[config.mk]
export PLATFORM = sky130hd
export DESIGN_NAME = breakpoint_table_unit_flat
export DESIGN_NICKNAME = d
export VERILOG_FILES = /design/src/rtl/core/bpt_pkg.sv /design/src/rtl/core/bpt_channels.sv /design/src/rtl/core/bpt_controller.sv /design/src/rtl/core/bpt_datapath.sv /design/src/rtl/core/breakpoint_table_unit.sv /design/src/flat_wrapper.sv
export SDC_FILE = /design/constraint.sdc
export NUM_CORES = 1
export LEC_CHECK = 0
export BUFFER_PORTS_ARGS = -buffer_cell sky130_fd_sc_hd__clkbuf_2
export CAP_MARGIN = 0
export CORE_MARGIN = 5
export CORE_UTILIZATION = 25
export DETAILED_ROUTE_END_ITERATION = 8
export PLACE_DENSITY_LB_ADDON = 0.12
export SYNTH_ARGS = -nofsm -noshare
export SYNTH_HDL_FRONTEND = slang
export SYNTH_SLANG_ARGS = --single-unit
[constraint.sdc]
create_clock -name clk -period 5.5 [get_ports clk]
set_input_delay 0.55 -clock clk [delete_from_list [all_inputs] [get_ports clk]]
set_output_delay 0.55 -clock clk [all_outputs]
set_load 0.03 [all_outputs]
[src/rtl/core/bpt_pkg.sv]
// ----------------------------------------------------------------------------
// bpt_pkg
// shared types and codes for the breakpoint table: command codes, entry
// kinds, field widths and the controller to datapath command bundle
// ----------------------------------------------------------------------------
package bpt_pkg;

    // fixed field widths of one request item
    localparam int CMD_W  = 3;
    localparam int ADDR_W = 16;
    localparam int KIND_W = 2;

    // command codes
    localparam logic [CMD_W-1:0] CMD_SET        = 3'd0;
    localparam logic [CMD_W-1:0] CMD_REMOVE     = 3'd1;
    localparam logic [CMD_W-1:0] CMD_REMOVE_ALL = 3'd2;
    localparam logic [CMD_W-1:0] CMD_CHECK      = 3'd3;
    localparam logic [CMD_W-1:0] CMD_IGNORE     = 3'd4;

    // entry kinds
    localparam logic [KIND_W-1:0] KIND_EMPTY = 2'd0;
    localparam logic [KIND_W-1:0] KIND_WRITE = 2'd1;
    localparam logic [KIND_W-1:0] KIND_FETCH = 2'd2;

    // commands from the controller to the datapath
    typedef struct packed {
        logic load;   // capture the accepted item
        logic exec;   // run the item and load the result register
    } bpt_ctrl_t;

endpackage

[src/rtl/core/bpt_channels.sv]
// ----------------------------------------------------------------------------
// bpt channels
// valid/ready channels for breakpoint table requests and results
// ----------------------------------------------------------------------------

// request channel: one command item
interface bpt_req_if;
    import bpt_pkg::*;

    logic              valid;
    logic              ready;
    logic [CMD_W-1:0]  cmd;
    logic [ADDR_W-1:0] addr;
    logic [KIND_W-1:0] brk_type;

    modport source (output valid, output cmd, output addr, output brk_type, input ready);
    modport sink   (input valid, input cmd, input addr, input brk_type, output ready);
endinterface

// result channel: one result item per request
interface bpt_rsp_if;
    logic valid;
    logic ready;
    logic hit;
    logic full_res;

    modport source (output valid, output hit, output full_res, input ready);
    modport sink   (input valid, input hit, input full_res, output ready);
endinterface

[src/rtl/core/bpt_controller.sv]
// ----------------------------------------------------------------------------
// bpt_controller
// sequences one item at a time: capture, execute, then hold the result
// until the sink takes it; the next item may be captured meanwhile
// ----------------------------------------------------------------------------
module bpt_controller
(
    input  logic               clk,
    input  logic               rst_n,
    input  logic               req_valid,
    output logic               req_ready,
    output logic               rsp_valid,
    input  logic               rsp_ready,
    output bpt_pkg::bpt_ctrl_t ctrl
);
    import bpt_pkg::*;

    typedef enum logic {
        S_IDLE,
        S_EXEC
    } state_t;

    state_t state_reg;
    state_t state_next;
    logic   rsp_valid_reg;
    logic   rsp_valid_next;
    logic   out_free;

    // result register can take a new value when empty or being drained
    assign out_free = !rsp_valid_reg || rsp_ready;

    // commands to the datapath
    assign req_ready = (state_reg == S_IDLE);
    assign ctrl.load = req_valid && req_ready;
    assign ctrl.exec = (state_reg == S_EXEC) && out_free;
    assign rsp_valid = rsp_valid_reg;

    // next state and result valid
    always_comb
    begin
        state_next     = state_reg;
        rsp_valid_next = rsp_valid_reg && !rsp_ready;
        case (state_reg)
            S_IDLE:
            begin
                if (req_valid)
                begin
                    state_next = S_EXEC;
                end
            end
            S_EXEC:
            begin
                if (out_free)
                begin
                    state_next     = S_IDLE;
                    rsp_valid_next = 1'b1;
                end
            end
            default:
            begin
                state_next = S_IDLE;
            end
        endcase
    end

    // state and registered outputs
    always_ff @(posedge clk or negedge rst_n)
    begin
        if (!rst_n)
        begin
            state_reg     <= S_IDLE;
            rsp_valid_reg <= 1'b0;
        end
        else
        begin
            state_reg     <= state_next;
            rsp_valid_reg <= rsp_valid_next;
        end
    end

endmodule

[src/rtl/core/bpt_datapath.sv]
// ----------------------------------------------------------------------------
// bpt_datapath
// item register, flop slot table with parallel compare, lowest empty slot
// select, one-shot skip register and the result register
// ----------------------------------------------------------------------------
module bpt_datapath
#(
    parameter int NUM_SLOTS = 32,
    parameter int ADDR_BITS = 16
)
(
    input  logic                        clk,
    input  logic                        rst_n,
    input  bpt_pkg::bpt_ctrl_t          ctrl,
    input  logic [bpt_pkg::CMD_W-1:0]   req_cmd,
    input  logic [bpt_pkg::ADDR_W-1:0]  req_addr,
    input  logic [bpt_pkg::KIND_W-1:0]  req_brk_type,
    output logic                        hit,
    output logic                        full_res
);
    import bpt_pkg::*;

    // captured item
    logic [CMD_W-1:0]     cmd_reg;
    logic [ADDR_BITS-1:0] addr_reg;
    logic [KIND_W-1:0]    kind_reg;

    // slot table
    logic [ADDR_BITS-1:0] slot_addr_reg [NUM_SLOTS];
    logic [KIND_W-1:0]    slot_kind_reg [NUM_SLOTS];
    logic [KIND_W-1:0]    slot_kind_next [NUM_SLOTS];

    // one-shot skip
    logic [ADDR_BITS-1:0] skip_addr_reg;
    logic [ADDR_BITS-1:0] skip_addr_next;
    logic                 skip_armed_reg;
    logic                 skip_armed_next;

    // result
    logic hit_reg;
    logic hit_next;
    logic full_reg;
    logic full_next;

    // compare vectors
    logic [NUM_SLOTS-1:0] empty_vec;
    logic [NUM_SLOTS-1:0] addr_match;
    logic [NUM_SLOTS-1:0] kind_match;
    logic [NUM_SLOTS-1:0] first_empty;
    logic                 set_en;
    logic                 skip_match;

    // capture the accepted item, address taken in its low bits
    always_ff @(posedge clk)
    begin
        if (ctrl.load)
        begin
            cmd_reg  <= req_cmd;
            addr_reg <= ADDR_BITS'(req_addr);
            kind_reg <= req_brk_type;
        end
    end

    // parallel compare over all slots
    always_comb
    begin
        for (int i = 0; i < NUM_SLOTS; i++)
        begin
            empty_vec[i]  = (slot_kind_reg[i] == KIND_EMPTY);
            addr_match[i] = !empty_vec[i] && (slot_addr_reg[i] == addr_reg);
            kind_match[i] = addr_match[i] && (slot_kind_reg[i] == kind_reg);
        end
    end

    // lowest empty slot as a one-hot vector
    assign first_empty = empty_vec & ~(empty_vec - NUM_SLOTS'(1));
    assign set_en      = (cmd_reg == CMD_SET) && (kind_reg != KIND_EMPTY);
    assign skip_match  = skip_armed_reg && (skip_addr_reg == addr_reg);

    // command execution
    always_comb
    begin
        slot_kind_next  = slot_kind_reg;
        skip_addr_next  = skip_addr_reg;
        skip_armed_next = skip_armed_reg;
        hit_next        = 1'b0;
        full_next       = 1'b0;
        case (cmd_reg)
            CMD_SET:
            begin
                if (set_en)
                begin
                    full_next = !(|empty_vec);
                    for (int i = 0; i < NUM_SLOTS; i++)
                    begin
                        if (first_empty[i])
                        begin
                            slot_kind_next[i] = kind_reg;
                        end
                    end
                end
            end
            CMD_REMOVE:
            begin
                for (int i = 0; i < NUM_SLOTS; i++)
                begin
                    if (addr_match[i])
                    begin
                        slot_kind_next[i] = KIND_EMPTY;
                    end
                end
            end
            CMD_REMOVE_ALL:
            begin
                for (int i = 0; i < NUM_SLOTS; i++)
                begin
                    slot_kind_next[i] = KIND_EMPTY;
                end
            end
            CMD_CHECK:
            begin
                // armed skip address swallows one check
                if (skip_match)
                begin
                    skip_armed_next = 1'b0;
                end
                else if (kind_reg != KIND_EMPTY)
                begin
                    hit_next = |kind_match;
                end
            end
            CMD_IGNORE:
            begin
                skip_addr_next  = addr_reg;
                skip_armed_next = 1'b1;
            end
            default:
            begin
                hit_next = 1'b0;
            end
        endcase
    end

    // slot kinds and skip state
    always_ff @(posedge clk or negedge rst_n)
    begin
        if (!rst_n)
        begin
            for (int i = 0; i < NUM_SLOTS; i++)
            begin
                slot_kind_reg[i] <= KIND_EMPTY;
            end
            skip_addr_reg  <= '0;
            skip_armed_reg <= 1'b0;
        end
        else if (ctrl.exec)
        begin
            slot_kind_reg  <= slot_kind_next;
            skip_addr_reg  <= skip_addr_next;
            skip_armed_reg <= skip_armed_next;
        end
    end

    // slot addresses, written only on set into the chosen slot
    always_ff @(posedge clk)
    begin
        if (ctrl.exec && set_en)
        begin
            for (int i = 0; i < NUM_SLOTS; i++)
            begin
                if (first_empty[i])
                begin
                    slot_addr_reg[i] <= addr_reg;
                end
            end
        end
    end

    // result register
    always_ff @(posedge clk)
    begin
        if (ctrl.exec)
        begin
            hit_reg  <= hit_next;
            full_reg <= full_next;
        end
    end

    assign hit      = hit_reg;
    assign full_res = full_reg;

endmodule

[src/rtl/core/breakpoint_table_unit.sv]
// ----------------------------------------------------------------------------
// breakpoint_table_unit
// typed breakpoint table: set, remove, remove-all, check and one-shot ignore
// ----------------------------------------------------------------------------
// sequence: each accepted request is captured, then executed over the whole slot
//   table and its result registered; no new request is taken until the current one
//   has executed, and execute waits while an earlier result is unread
// reset: asynchronous, all slots empty and the skip disarmed at once
module breakpoint_table_unit
#(
    parameter int NUM_SLOTS = 32,
    parameter int ADDR_BITS = 16
)
(
    input  logic       clk,
    input  logic       rst_n,
    bpt_req_if.sink    req,
    bpt_rsp_if.source  rsp
);
    import bpt_pkg::*;

    bpt_ctrl_t ctrl;

    // control sequencer
    bpt_controller u_ctrl
    (
        .clk       (clk),
        .rst_n     (rst_n),
        .req_valid (req.valid),
        .req_ready (req.ready),
        .rsp_valid (rsp.valid),
        .rsp_ready (rsp.ready),
        .ctrl      (ctrl)
    );

    // slot table and result
    bpt_datapath
    #(
        .NUM_SLOTS (NUM_SLOTS),
        .ADDR_BITS (ADDR_BITS)
    )
    u_dp
    (
        .clk          (clk),
        .rst_n        (rst_n),
        .ctrl         (ctrl),
        .req_cmd      (req.cmd),
        .req_addr     (req.addr),
        .req_brk_type (req.brk_type),
        .hit          (rsp.hit),
        .full_res     (rsp.full_res)
    );

endmodule

[src/flat_wrapper.sv]
// flat-port wrapper written by rule: the top's interface ports become plain ports
module breakpoint_table_unit_flat import bpt_pkg::*;
#(
    parameter int NUM_SLOTS = 32,
    parameter int ADDR_BITS = 16
)
  (clk, rst_n, req_valid, req_cmd, req_addr, req_brk_type, req_ready, rsp_valid, rsp_hit, rsp_full_res, rsp_ready);
  bpt_req_if req_i ();
  bpt_rsp_if rsp_i ();
  input  logic clk;
  input  logic rst_n;
  input wire logic [$bits(req_i.valid)-1:0] req_valid;
  input wire logic [$bits(req_i.cmd)-1:0] req_cmd;
  input wire logic [$bits(req_i.addr)-1:0] req_addr;
  input wire logic [$bits(req_i.brk_type)-1:0] req_brk_type;
  output wire logic [$bits(req_i.ready)-1:0] req_ready;
  output wire logic [$bits(rsp_i.valid)-1:0] rsp_valid;
  output wire logic [$bits(rsp_i.hit)-1:0] rsp_hit;
  output wire logic [$bits(rsp_i.full_res)-1:0] rsp_full_res;
  input wire logic [$bits(rsp_i.ready)-1:0] rsp_ready;
  assign req_i.valid = req_valid;
  assign req_i.cmd = req_cmd;
  assign req_i.addr = req_addr;
  assign req_i.brk_type = req_brk_type;
  assign req_ready = req_i.ready;
  assign rsp_valid = rsp_i.valid;
  assign rsp_hit = rsp_i.hit;
  assign rsp_full_res = rsp_i.full_res;
  assign rsp_i.ready = rsp_ready;
  breakpoint_table_unit #(.NUM_SLOTS(NUM_SLOTS), .ADDR_BITS(ADDR_BITS)) u_core (.clk(clk), .rst_n(rst_n), .req(req_i), .rsp(rsp_i));
endmodule
# After elaboration in Yosys (flattened, before gate mapping)
# Memory sizes are Yosys's and may differ from the RTL's.
# Index checks and enable logic that the tools add are counted.
[word_totals] ff_bits=106 ramBits=512 output_inout_bits=4 word_cells=656 n_memories=1
[op_classes] add_sub_neg=1 n_eq_ne=135 muxes=262 n_bitwise=5 reduce_logical=211
[memory_table] memory="u_core.u_dp.slot_addr_reg" depth=32 width=16 rd=32 rd_ports_with_merged_regs=0 write_ports=1 line_no="bpt_datapath.sv:29" text="logic [ADDR_BITS-1:0] slot_addr_reg [NUM_SLOTS];"
[ops] cell="16-bit == test" count=33
[ops] cell="16-bit 2-to-1 mux" count=31
[ops] cell="16-bit OR reduction" count=31
[ops] cell="64-bit one-hot mux with 3 select lines" count=1
[ops] cell="5-bit AND reduction" count=32
[ops] cell="5-bit 2-to-1 mux" count=31
[ops] cell="1-bit 2-to-1 mux" count=132
[ops] cell="2-bit != test, second input constant" count=66
[ops] cell="2-bit 2-to-1 mux" count=64
[ops] cell="1-bit logical AND" count=70
[ops] cell="2-bit == test" count=32
[ops] cell="2-bit zero test" count=32
[ops] cell="64-bit 2-to-1 mux" count=1
[ops] cell="32-bit OR reduction" count=2
[ops] cell="1-bit zero test" count=35
[ops] cell="32-bit AND" count=1
[ops] cell="32-bit NOT" count=1
[ops] cell="32-bit by 1-bit subtractor with 32-bit output, second input constant" count=1
[ops] cell="3-bit by 2-bit == test with 1-bit output, second input constant" count=2
[ops] cell="1-bit one-hot mux with 2 select lines" count=2
[ops] cell="2-bit AND reduction" count=2
[ops] cell="2-bit nonzero test" count=2
[ops] cell="3-bit by 1-bit == test with 1-bit output, second input constant" count=1
[ops] cell="3-bit == test, second input constant" count=1
[ops] cell="other kinds (6)" count=8

# Logic depth before layout (Yosys ltp)
# Gate-level depths: netlist of the first run.
[depth] word_depth=39 mapped_depth=10

# Hierarchy
# From an unflattened synthesis of the first run, not the netlist that was laid out.
[hier_totals] cells_unflattened=1889 area_unflattened_um2=27580.2
[modules_own_cells] mod="bpt_datapath" instances=1 cells_per_inst=1881 area_each_um2=27486.4 seq_area_each_um2=18092.4
[modules_own_cells] mod="bpt_controller" instances=1 cells_per_inst=8 area_each_um2=93.8 seq_area_each_um2=50.0

# Worst setup path after synthesis of the first run
# Ideal clock, no wire load.
[synth_timing] path_kind="register to register" from="reg u_core.u_dp.cmd_reg[0]" to="mem u_core.u_dp.slot_addr_reg[25][0] (netlist: u_core.u_dp.slot_addr_reg[1][144]), enable pin" t_arrival_ps=3665 required_ps=5064 setup_slack_ps=1398 stages_incl_launch_ff=8 path_buffers=3 path_cell_list="edfxtp_1 -> clkbuf_2 -> or3_4 -> or3_1 -> clkbuf_1 -> or3_1 -> clkbuf_2 -> nor4b_1"
[synth_between] elab_chain_cells=37
[synth_rtl] element="start: declaration" line_no="bpt_datapath.sv:24" text="logic [CMD_W-1:0] cmd_reg;"
[synth_rtl] element="start signal: assignment" line_no="bpt_datapath.sv:58" text="cmd_reg <= req_cmd;"
[synth_rtl] element="3-bit zero test *" line_no="bpt_datapath.sv:77" text="assign set_en = (cmd_reg == CMD_SET) && (kind_reg != KIND_EMPTY);"
[synth_rtl] element="1-bit logical AND *" line_no="bpt_datapath.sv:77"
[synth_rtl] element="1-bit logical AND *" line_no="bpt_datapath.sv:167" text="if (ctrl.exec && set_en)"
[synth_rtl] element="1-bit 2-to-1 mux" line_no="bpt_datapath.sv:167"
[synth_rtl] element="1-bit 2-to-1 mux (not written as such)" line_no="bpt_datapath.sv:173" text="slot_addr_reg[i] <= addr_reg;"
[synth_rtl] element="16-bit OR reduction (no source line)"
[synth_rtl] element="5-bit 2-to-1 mux (no source line) / 1-bit 2-to-1 mux (equally long branches) (31 in series)"
[synth_rtl] element="end: declaration" line_no="bpt_datapath.sv:29"
# Mark *: on every way between the ends. The rest lies on a longest branch, timed or not.

# Worst setup path in the final report of the first run
[layout_timing] from="reg u_core.u_dp.addr_reg[3]" to="reg u_core.u_dp.slot_kind_reg[13] (netlist name)"
[layout_between] elab_chain_cells=4
[layout_rtl] element="start: declaration" line_no="bpt_datapath.sv:25" text="logic [ADDR_BITS-1:0] addr_reg;"
[layout_rtl] element="start signal: assignment" line_no="bpt_datapath.sv:59" text="addr_reg <= ADDR_BITS'(req_addr);"
[layout_rtl] element="16-bit == test" line_no="bpt_datapath.sv:70" text="addr_match[i] = !empty_vec[i] && (slot_addr_reg[i] == addr_reg);"
[layout_rtl] element="1-bit logical AND" line_no="bpt_datapath.sv:70"
[layout_rtl] element="2-bit != test (no source line)"
[layout_rtl] element="5-bit AND reduction (no source line)"
[layout_rtl] element="end signal: assignment" line_no="bpt_datapath.sv:158" text="slot_kind_reg <= slot_kind_next;"
[layout_rtl] element="end: declaration" line_no="bpt_datapath.sv:30" text="logic [KIND_W-1:0] slot_kind_reg [NUM_SLOTS];"
# Every way passes these cells.
# A chain may end at the register's enable or synchronous reset.

==> impl.org, run 1 <==
** Power
- Power density over the cells :: 422 mW/mm2
- Gate power share :: 19.9%
- Portion of total power attributed to the clock network :: 35.9%
- IR analysis of the VDD net gives a maximum drop of 0.247 mV.
- The design draws 13,600 uW.
- Internal power :: 9540 uW
- Switching power :: 4090 uW
- Static power due to leakage :: 0.0106 uW
- Net switching is 30.0% of the power.
- Sequential cells burn 44.2% of the power.

** STA
- At the pin with the least slew margin, the transition time is 1300 ps.
- Summed negative setup slack over all endpoints :: 0 ps
- Number of max-slew violations in the final report :: 0
- Highest Clock Rate :: 0.280 GHz
- Final Hold Vio Count :: 0
- Setup violations remaining at the end of the flow were counted as 0.
- Unrepaired setup endpoints after global routing :: false
- In the finished design, the share of the clock period the worst path needs comes to 65.0%.
- The worst path meets setup with 1930 ps of slack.
- The routed design could run at a clock period as short as 3570 ps.
- The worst pin sits at a relative slew slack of 12.9%.
- For the final database, setup skew stands at 27.8 ps.

** Setup path
- Crit path DAT :: 4080 ps
- Kind of start point of the critical path :: flip-flop
- Largest fanout on the critical path :: 20
- Reg2reg start :: u_core.u_dp.addr_reg[3]
- Data on the critical path is required at its endpoint by 6010 ps.
- In this design, the stage delay of the slowest critical-path cell is 1060 ps.
- The slowest stage of the critical path belongs to the cell sky130_fd_sc_hd__edfxtp_1.
- CP cell instances :: buf_12 > xor2_1 > nor4_1 > nand4_1 > or4_1 > a211oi_1 > mux2_2
- The worst setup path is captured at a flip-flop.
- The critical path starts at u_core.u_dp.addr_reg[3].
- The critical path is of the flip-flop to flip-flop type.

** Route
- Count of nets left with antenna violations after detail routing :: 0
- Number of design rule violations left after detail routing :: 0
- Initial DRC count :: 857
- WL met3 :: 2660 um
- After detailed routing, the wire length on met1 is 38,400 um.
- After detailed routing, the number of vias per cell comes to 4.45.
- Total routed wirelength :: 77,900 um
- For this run, the detailed router's first-pass iteration total came to 4.
- The detailed router placed 15.4k vias in this run.
- Average wire per standard cell :: 22.6 um
- In this run the top signal layer used is met4.
- After detailed routing, the met2 layer carries 35,400 um of wire.

** Synthesis
- Synthesis inferred 618 register bits.
- Share of synthesized area occupied by flip-flops and latches :: 66.0%
- For this run, the leading register cell type out of synthesis is sky130_fd_sc_hd__edfxtp_1.
- Dividing the synthesized area by the synthesized cell count gives 14.7 um2.
- Yosys printed 0 warnings.
- Synthesis produced a netlist with a net count of 1,900.
- After synthesis, the netlist uses 54 different library cells.
- In this run the cell area of the synthesized design comes to 0.0275 mm2.
- Synthesis handed over a netlist of 1,875 instances.
- Counting flops with a built-in enable in the synthesized netlist gives 535.
- In the synthesized netlist the async set-or-reset flop fraction comes to 13.4%.

** Clocking
- Clock root buffer master :: sky130_fd_sc_hd__clkbuf_16
- Number of CTS-inserted buffers :: 78
- After clock tree synthesis, the repair step resized 0 gates.
- Clock-pin slew reported for the worst setup and hold paths after clock tree synthesis :: 60 ps
- The H-tree was split into 3 levels.
- TritonCTS clock tree :: yes
- CTS Hold Bufs :: 1
- The clock net in this run drives a total of 618 sinks.
- The clock reaches the later pin of the worst-skew pair after 630 ps.
- In this run the deepest clock path goes through 3 buffers.
- Setup bufs post-CTS :: 0

** Die
- I/O pin total :: 29
- Initial Utilization :: 25.2%
- Standard cell core area :: 0.109 mm2
- The die covers 0.117 mm2.
- Horizontal die dimension :: 342 um
- Die boundary height :: 342 um
- Count of standard-cell rows :: 121

** Global route
- The first global-routing pass estimated 115,000 um of wire.
- The total overflow left after global routing is 0.
- The number of antenna violations at the first check in global routing came to 6.
- Maximum number of pins on one net before global-route repair :: 67
- Global routing used 13.3% of the available tracks.
- The via count of the first global-routing pass is 16.0k.

** Finish
- ANT cells :: 0
- Leaving out fill and tap cells, the most frequent cells in the layout are 535 x sky130_fd_sc_hd__edfxtp_1, 369 x sky130_fd_sc_hd__xor2_1, 223 x sky130_fd_sc_hd__xnor2_1.
- Excluding fillers, the count of instances in the completed layout stands at 3,448.
- Leaving out fill and tap cells, the most frequent cell in the layout is sky130_fd_sc_hd__edfxtp_1.
- The register with the most flip-flops in the layout has 512 of them.
- Fraction of final layout cells with drive strength greater than 1 :: 16.1%
- The final layout contains 2,000 nets.
- The area growth from synthesis to layout is 17.5%.

** Job
- Max-cap violations :: 0

** Placement
- Number of placed cells counting well taps :: 3,307
- OpenSTA, run right after detailed placement, puts the worst setup slack at 1930 ps.
- GPL Wtd Cong :: 0.733
- Count of buffers inserted at the top-level ports :: 28
- HPWL after detailed placement :: 49,000 um

** Hold path
- The startpoint identified for the worst hold timing path is req_addr[4].
- The tightest min-delay check is of the input port to flip-flop type.

** Run status
- Outcome :: finished clean
## cell type report
cell class                      count  area [um2]
Clock buffer                      114        2200
Timing Repair Buffer              116         943
Multi-Input combinational cell   1156        8990
Tap cell                         1414        1770
Clock inverter                     25         221
Inverter                            5        18.8
Fill cell                       10900       76700
Sequential cell                   618       18100
## final timing paths
path,end,slack (ps),cells after the start
min in group asynchronous,u_core.u_dp.slot_kind_reg[14],490,2
setup reg to reg,u_core.u_dp.slot_kind_reg[13],1930,7
hold / removal,u_core.u_dp.addr_reg[4],110,1
setup / recovery,u_core.u_dp.slot_kind_reg[13],1930,7
hold reg to reg,u_core.u_ctrl.rsp_valid,510,2
max in group asynchronous,u_core.u_dp.slot_kind_reg[25],3920,3
## critical path: cells and delay by family (launching register included)
family | cells | cell delay [ps]
multiplexers | 1 | 380
buffers and inverters | 1 | 290
flip-flops | 1 | 1060
XOR/XNOR | 1 | 90
AO/OA/AOI/OAI | 1 | 370
AND/OR/NAND/NOR | 3 | 1260
## per-stage QoR
step	instance area, um2	util, %	hold slack, ps
after global routing	32300	29.6	65.4
after floorplan	27500	-	254
after global placement	29800	27.4	510
after CTS	32300	29.6	56.3
final	32300	29.6	108
after detailed placement	29800	27.4	503
## cells in the mapped netlist, drive strengths merged, types with 4 or more instances
master	n	area, um2
a211oi	5	42.5
a21oi	17	85.1
a221oi	5	43.8
and3	6	37.5
buf	75	383
clkbuf	21	81.3
dfrtp	83	2080
edfxtp	535	16100
inv	5	18.8
mux2	80	901
nand2	31	116
nand2b	4	25.0
nand3	49	245
nand4	49	307
nor2	68	255
nor2b	9	56.3
nor3	43	215
nor4	101	659
o211ai	5	37.5
o21ai	27	135
o22ai	8	50.1
o31ai	7	52.6
o32ai	7	61.3
or3	6	42.5
or4	11	86.3
xnor2	223	1950
xor2	369	3230
## logic make-up after synthesis
logic type / count (synthesis) / share of synthesized area (%)
mux: 80 / 3.28
xor+xnor: 592 / 18.9
simple gates: 387 / 7.73
buf+inv: 101 / 1.76
compound gates: 97 / 2.36
flops: 618 / 66.0
## per-layer routing
metal / up-vias / GRT usage (%)
li1: 7065 / -
met1: 7958 / 19.1
met2: 246 / 21.2
met3: 84 / 2.29
met4: 0 / 3.03
met5: - / 0
## power by group through the flow
stage               registers, uW  clock network (uW)  logic [uW]
detailed placement           6120                   0        2770
global route                 6080                5270        2980
CTS                          6030                5070        2790
global placement             6100                   0        2750
finish                       6020                4900        2710
floorplan                    6020                   0        1790
No activity file was read; power rests on OpenSTA's default activity.
==> run 2: changes to the inputs <==
clock period = 3.1 ns   (was 5.5 ns; I/O delays follow)
==> run 2 against run 1 <==
  * Global-route usage is 0.53 points higher
  * Sequential share of layout area is 2.6 points lower
  * Combinational power is 110% higher
  * Final cell count is 3.8% higher
  * Largest cell class unchanged
  * Utilization is 1.5 points higher
  * Routed wire length is 4.7% higher
  * Register-to-register slack worse by 1800 ps
  * Design area is 4.9% higher
  * Maximum frequency is 19% higher
  * Critical path depth is 3 higher
  * Sequential power is 74% higher
  * Non-clock buffer count is 129 higher
==> impl.org, run 2 (synthesis results as in run 1) <==
** Die
- From left edge to right edge, the die measures 342 um.
- For this configuration, the core starts out at a cell density of 25.2%.
- Count of standard-cell rows :: 121
- During I/O placement, the number of pins put on the boundary was 29.
- Full die area :: 0.117 mm2
- Die boundary height :: 342 um
- The core region is 0.109 mm2.

** Finish
- Highest-count cells in the layout ignoring fill and taps :: 535 x sky130_fd_sc_hd__edfxtp_1, 369 x sky130_fd_sc_hd__xor2_1, 223 x sky130_fd_sc_hd__xnor2_1
- The register with the most flip-flops in the layout has 512 of them.
- The area growth from synthesis to layout is 23.3%.
- Leaving out fill and tap cells, the most frequent cell in the layout is sky130_fd_sc_hd__edfxtp_1.
- Measured on the finished design, the core utilization comes to 31.1%.
- The post-route netlist has 20.1% of its cells at a drive strength greater than 1.
- Fin nets :: 2,126
- The filler cells instantiated in the layout total 10.8k.

** Power
- Dividing total power by cell area gives a power density of 726 mW/mm2.
- VDD IR-drop max :: 0.352 mV
- Static power due to leakage :: 0.0114 uW

** Setup path
- CP max stage delay :: 490 ps
- Cell type of the slowest stage on the worst timing path :: sky130_fd_sc_hd__nor4_1
- The setup path with the least slack is of type flip-flop to flip-flop.
- Of all nets on the critical path, the largest fanout is 28.
- Required time reported for the critical path endpoint :: 3600 ps
- Critical path's top delay family :: simple AND/OR/NAND/NOR gates
- Crit path DAT :: 3500 ps
- Kind of start point of the critical path :: flip-flop
- CP cell instances :: buf_12 > buf_12 > xor2_1 > nor4_1 > nand4_1 > o32ai_4 > buf_4 > nor4_1 > nand4_1 > o211a_1
- The worst setup path is captured at a flip-flop.
- Together, buffers and inverters on the worst path number 3.

** Clocking
- The tree is rooted in a sky130_fd_sc_hd__clkbuf_16.
- Level count of the clock H-tree :: 3
- TritonCTS built the clock tree.
- Clock Tree Buf Depth :: 3
- CTS saw 618 sinks.
- Number of CTS-inserted buffers :: 75
- After clock tree synthesis, the clock-pin slew on the worst setup and hold paths is 60 ps.
- Skew-Pair Late Insertion Delay :: 630 ps

** STA
- Setup violations remaining at the end of the flow were counted as 0.
- Clk_skew :: 24.1 ps
- Number of max-slew violations in the final report :: 0
- Shortest period the worst path allows :: 3010 ps
- Final Hold Vio Count :: 0
- Unrepaired setup endpoints after global routing :: false
- Setup slack closes at 94.9 ps.
- For the final routed database, the setup TNS stands at 0 ps.
- In this run the tightest slew margin relative to its limit is 33.3%.
- After layout, the worst path uses 96.9% of the clock period.
- Based on the critical path, the design can be clocked at up to 0.333 GHz.
- For the pin with the worst max-slew slack, the measured transition is 1000 ps.

** Run status
- The run finished with clean final reports.

** Placement
- Summed over all nets, the half-perimeter wirelength after detailed placement is 53,000 um.
- GPL Wtd Cong :: 0.755
- Pre-CTS setup slack :: -190 ps
- Buffers placed on the I/O ports in this run total 28.

** Hold path
- The min-delay analysis places its worst path in the category input port to asynchronous set/reset pin.

** Route
- Average wire per standard cell :: 22.8 um
- Count of nets left with antenna violations after detail routing :: 0
- Total via count in the routed design :: 15.9k
- The first TritonRoute pass finished after 6 iterations.
- Dividing the detail-routed via count by the number of cells gives 4.44.
- In the routed design, unresolved DRC markers number 0.
- The final layout contains routed wiring with a total length of 81,600 um.
- Initial DRC count :: 1,088

** Job
- Max-cap violations :: 0

** Global route
- For this run the aggregate overflow at the end of global routing stands at 0.
- The via count of the first global-routing pass came to 16.3k.
- Wire length of the first global-routing pass :: 119,000 um
- Entering global routing, the biggest net connects 58 pins.
- Antenna violations before repair :: 4
- Global Route Usage Sum :: 13.9%
run 2: changes by cell type in the layout (fill, tap and decap cells not counted), moves of 5 or more:
cell                            before  now
sky130_fd_sc_hd__clkinv_1           10   15
sky130_fd_sc_hd__buf_12             11   61
sky130_fd_sc_hd__clkbuf_1           28   23
sky130_fd_sc_hd__clkinv_2            7   12
sky130_fd_sc_hd__clkbuf_16          81   75
sky130_fd_sc_hd__buf_4              77  132
sky130_fd_sc_hd__dlygate4sd3_1       1   24
run 2: routing by layer:
layer / GRT usage (%) / vias up / wire length [um]
met4: 3.62 / 0 / 1730
met2: 21.4 / 289 / 36600
met5: 0 / - / 0
met1: 20.4 / 8145 / 40600
li1: - / 7343 / -
met3: 2.09 / 102 / 2610
run 2: repair_timing:
item                                    CTS  global route
buffers inserted                          0             0
endpoints found under the setup margin    3           127
hold buffers                             24             0
endpoints found under the hold margin    79             0
pin swaps                                 0             1
gates resized for setup                   3             7
run 2: stage by stage:
stage | hold slack [ps] | std cells | cell area (um2) | power [uW]
5_1_grt | 383 | 3577 | 33900 | 25800
4_1_cts | 349 | 3577 | 33800 | 25000
6_report | 404 | 3578 | 33900 | 24600
2_1_floorplan | 14.4 | 1875 | 27500 | 13900
3_5_place_dp | 489 | 3414 | 31300 | 16500
3_3_place_gp | 491 | 3414 | 31300 | 16400
run 2: worst register-to-register path, cell delays in order, from the launching register on:
cell                       delay [ps]
sky130_fd_sc_hd__edfxtp_1         410
sky130_fd_sc_hd__buf_12           200
sky130_fd_sc_hd__buf_12           210
sky130_fd_sc_hd__xor2_1           220
sky130_fd_sc_hd__nor4_1           490
sky130_fd_sc_hd__nand4_1          380
sky130_fd_sc_hd__o32ai_4          460
sky130_fd_sc_hd__buf_4            190
sky130_fd_sc_hd__nor4_1            50
sky130_fd_sc_hd__nand4_1          130
sky130_fd_sc_hd__o211a_1          150
run 2: where the power goes:
part	switching (uW)	total (uW)	internal, uW
Combinational	3360	5710	2350
Clock	3570	8330	4750
Sequential	656	10500	9890
run 2: layout make-up:
cell class / count / area (um2) / share of cell area, %
diodes: 1 / 2.50 / 0.00739
clock inverters: 38 / 307 / 0.905
flip-flops and latches: 618 / 18100 / 53.6
inverters: 5 / 18.8 / 0.0554
well taps: 1414 / 1770 / 5.22
clock buffers: 101 / 2000 / 5.92
repair buffers: 245 / 2600 / 7.67
multi-input cells: 1156 / 9040 / 26.7
run 2: path summary, 6_finish.rpt:
check / slack [ps] / to / startpoint / cells past startpoint
setup / recovery: 90 / u_core.u_dp.hit / u_core.u_dp.addr_reg[4] / 10
hold / removal: 400 / u_core.u_dp.slot_kind_reg[63] / rst_n / 2
setup reg to reg: 90 / u_core.u_dp.hit / u_core.u_dp.addr_reg[4] / 10
hold reg to reg: 520 / u_core.u_dp.skip_addr_reg[14] / u_core.u_dp.skip_addr_reg[14] / 1
max in group asynchronous: 1970 / u_core.u_dp.slot_kind_reg[2] / rst_n / 3
min in group clk: 410 / u_core.u_dp.addr_reg[6] / req_addr[6] / 2
==> run 3: changes to the inputs <==
SETUP_SLACK_MARGIN = 0.1   (was not set)
==> run 3 against run 2 <==
  * Sequential power about the same
  * Final cell count down 0.28%
  * Clock power up 4.2%
  * Largest power group unchanged
==> impl.org, run 3 (synthesis results as in run 1) <==
** Run status
- The run finished with clean final reports.

** Setup path
- Counting both buffers and inverters, the worst setup path holds a total of 3.
- The critical path in this run is classified as flip-flop to flip-flop.
- For the worst flop-to-flop path, the logic depth is 10.
- Reg2reg start :: u_core.u_dp.addr_reg[9]
- Crit path DAT :: 3440 ps
- Kind of start point of the critical path :: flip-flop
- Walking the worst path, the cells encountered are buf_12 > buf_4 > xor2_1 > nor4_1 > nand4_1 > o32ai_2 > a311oi_1 > buf_4 > nand4_1 > o211a_1.
- Critical path's top delay family :: simple AND/OR/NAND/NOR gates
- Largest fanout on the critical path :: 23
- Endpoint of the worst-slack reg-to-reg timing path :: u_core.u_dp.hit
- On the critical path, the stage with the largest delay is an instance of sky130_fd_sc_hd__o32ai_2.
- WP depth :: 10
- The worst register-to-register path has a setup slack of 160 ps.
- STA puts the critical path data required time at 3590 ps.
- CP max stage delay :: 430 ps
- STA classifies the critical path endpoint as a flip-flop.

** Finish
- In the layout the commonest cells are 535 x sky130_fd_sc_hd__edfxtp_1, 369 x sky130_fd_sc_hd__xor2_1, 223 x sky130_fd_sc_hd__xnor2_1.
- Of the cells placed in the final design, the portion with a size suffix greater than 1 is 20.4%.
- Non-filler instance count after layout :: 3,568
- Compared with the post-synthesis result, the final layout area differs by 23.5%.
- The register with the most flip-flops in the layout has 512 of them.
- The library cell used most frequently in the layout, excluding fill and tap cells, is sky130_fd_sc_hd__edfxtp_1.
- Fin nets :: 2,116
- Once layout is complete, the utilization of the core stands at 31.1%.

** Power
- Of the total power, the clock network draws 34.7%.
- Power spread over the standard cell area amounts to 736 mW/mm2.
- In this run the static leakage power is 0.0114 uW.
- VDD IR-drop max :: 0.413 mV
- Switching share of power :: 30.4%
- For this design the total switching power over the nets is 7610 uW.
- The share of total power dissipated in combinational logic is 23.2%.
- Internal power comes to 17,400 uW.
- Of the total power, registers draw 42.1%.

** Job
- The tool flagged a number of max-cap violations equal to 0.

** Global route
- The number of antenna violations at the first check in global routing came to 3.
- Maximum number of pins on one net before global-route repair :: 58
- GRT overflow :: 0
- Global routing consumed, over all layers together, 13.8% of the routing resources.
- The first global-routing pass estimated 118,000 um of wire.
- Via count of the first global-routing pass :: 16.6k

** Clocking
- Skew-Pair Late Insertion Delay :: 620 ps
- No sink is reached through more buffers than the 3 on the longest clock path.
- The H-tree was split into 3 levels.
- Number of CTS-inserted buffers :: 75
- TritonCTS built the clock tree.
- The cell sitting at the root of the clock tree is a sky130_fd_sc_hd__clkbuf_16.
- Clock sink count :: 618
- Setup bufs post-CTS :: 0
- Clock-pin slew reported for the worst setup and hold paths after clock tree synthesis :: 60 ps

** STA
- Highest Clock Rate :: 0.340 GHz
- Unrepaired setup endpoints after global routing :: false
- The number of hold violations in the final report came to 0.
- The number of max-slew violations in the final report is 0.
- Relative slew slack :: 25.3%
- The worst path uses 95.0% of the clock period.
- Setup violators final :: 0
- For the pin with the worst max-slew slack, the measured transition is 1120 ps.
- Clock skew on the completed layout was measured at 26.1 ps.
- Counting I/O delays and the setup requirement, the final critical path takes 2940 ps.

** Route
- Dividing the detail-routed wire length by the instance count gives 22.9 um.
- Initial DRC count :: 1,076
- Vias per cell :: 4.48
- Wires add up to 81,800 um.
- Total via count in the routed design :: 16.0k
- Number of design rule violations left after detail routing :: 0
- Count of nets left with antenna violations after detail routing :: 0
- Before antenna repair, the detailed router went through 5 iterations.

** Die
- Full die area :: 0.117 mm2
- Die boundary height :: 342 um
- Count of standard-cell rows :: 121
- In this run the count of I/O pins placed on the die edge is 29.
- Initial Utilization :: 25.2%
- The core region is 0.109 mm2.
- Horizontal die dimension :: 342 um

** Hold path
- The worst hold path belongs to the class input port to asynchronous set/reset pin.

** Placement
- Number of placed cells counting well taps :: 3,404
- Count of buffers inserted at the top-level ports :: 28
- After legalization and detailed placement, the total HPWL measured 53,100 um.
- Routability-driven placement finished with a final weighted congestion of 0.760.
-- run 3: power by group through the flow --
stage	registers (uW)	logic, uW	clock network (uW)
after CTS	10500	5930	9000
after global placement	10600	5820	0
after detailed placement	10700	5860	0
after floorplan	10700	3190	0
after global routing	10600	6290	9320
final	10500	5800	8680
-- run 3: stage by stage --
stage	cell area [um2]	hold slack (ps)	total power (uW)	setup slack, ps	setup TNS [ps]
2_1_floorplan	27600	14.4	13900	-30.5	-1460
3_3_place_gp	31200	289	16500	49.6	0
3_5_place_dp	31200	305	16500	11.7	0
4_1_cts	33900	176	25400	111	0
5_1_grt	33900	226	26200	103	0
6_report	34000	206	25000	156	0
-- run 3: area by class of cell --
type	count	area, um2
multi-input combinational	1156	9110
clock buffer	108	2130
tap	1414	1770
inverter	5	18.8
fill	10800	75100
sequential	618	18100
timing repair buffer	235	2480
antenna	3	7.51
clock inverter	29	282
-- run 3: layer usage --
layer  up-vias  GRT usage [%]  share of wire, %
li1       7329              -                 -
met1      8245           19.0                47
met2       284           22.7                48
met3       119           2.07               3.1
met4         2           3.95               2.5
met5         -              0             0.024
-- run 3: worst max path at each step --
stage	to	start	slack, ps
2_1_floorplan	u_core.u_dp.slot_addr_reg[1][208]	u_core.u_dp.cmd_reg[0]	-30
3_3_place_gp	u_core.u_dp.slot_kind_reg[56]	u_core.u_dp.addr_reg[0]	50
3_5_place_dp	u_core.u_dp.slot_kind_reg[13]	u_core.u_dp.addr_reg[15]	10
4_1_cts	u_core.u_dp.slot_kind_reg[19]	u_core.u_dp.addr_reg[14]	110
5_1_grt	u_core.u_dp.hit	u_core.u_dp.addr_reg[9]	100
6_report	u_core.u_dp.hit	u_core.u_dp.addr_reg[9]	160
-- run 3: timing repair --
item                       CTS  global route
setup endpoints to repair   19            69
hold endpoints to repair    49             0
hold buffers                24             0
gates resized for setup      4             7
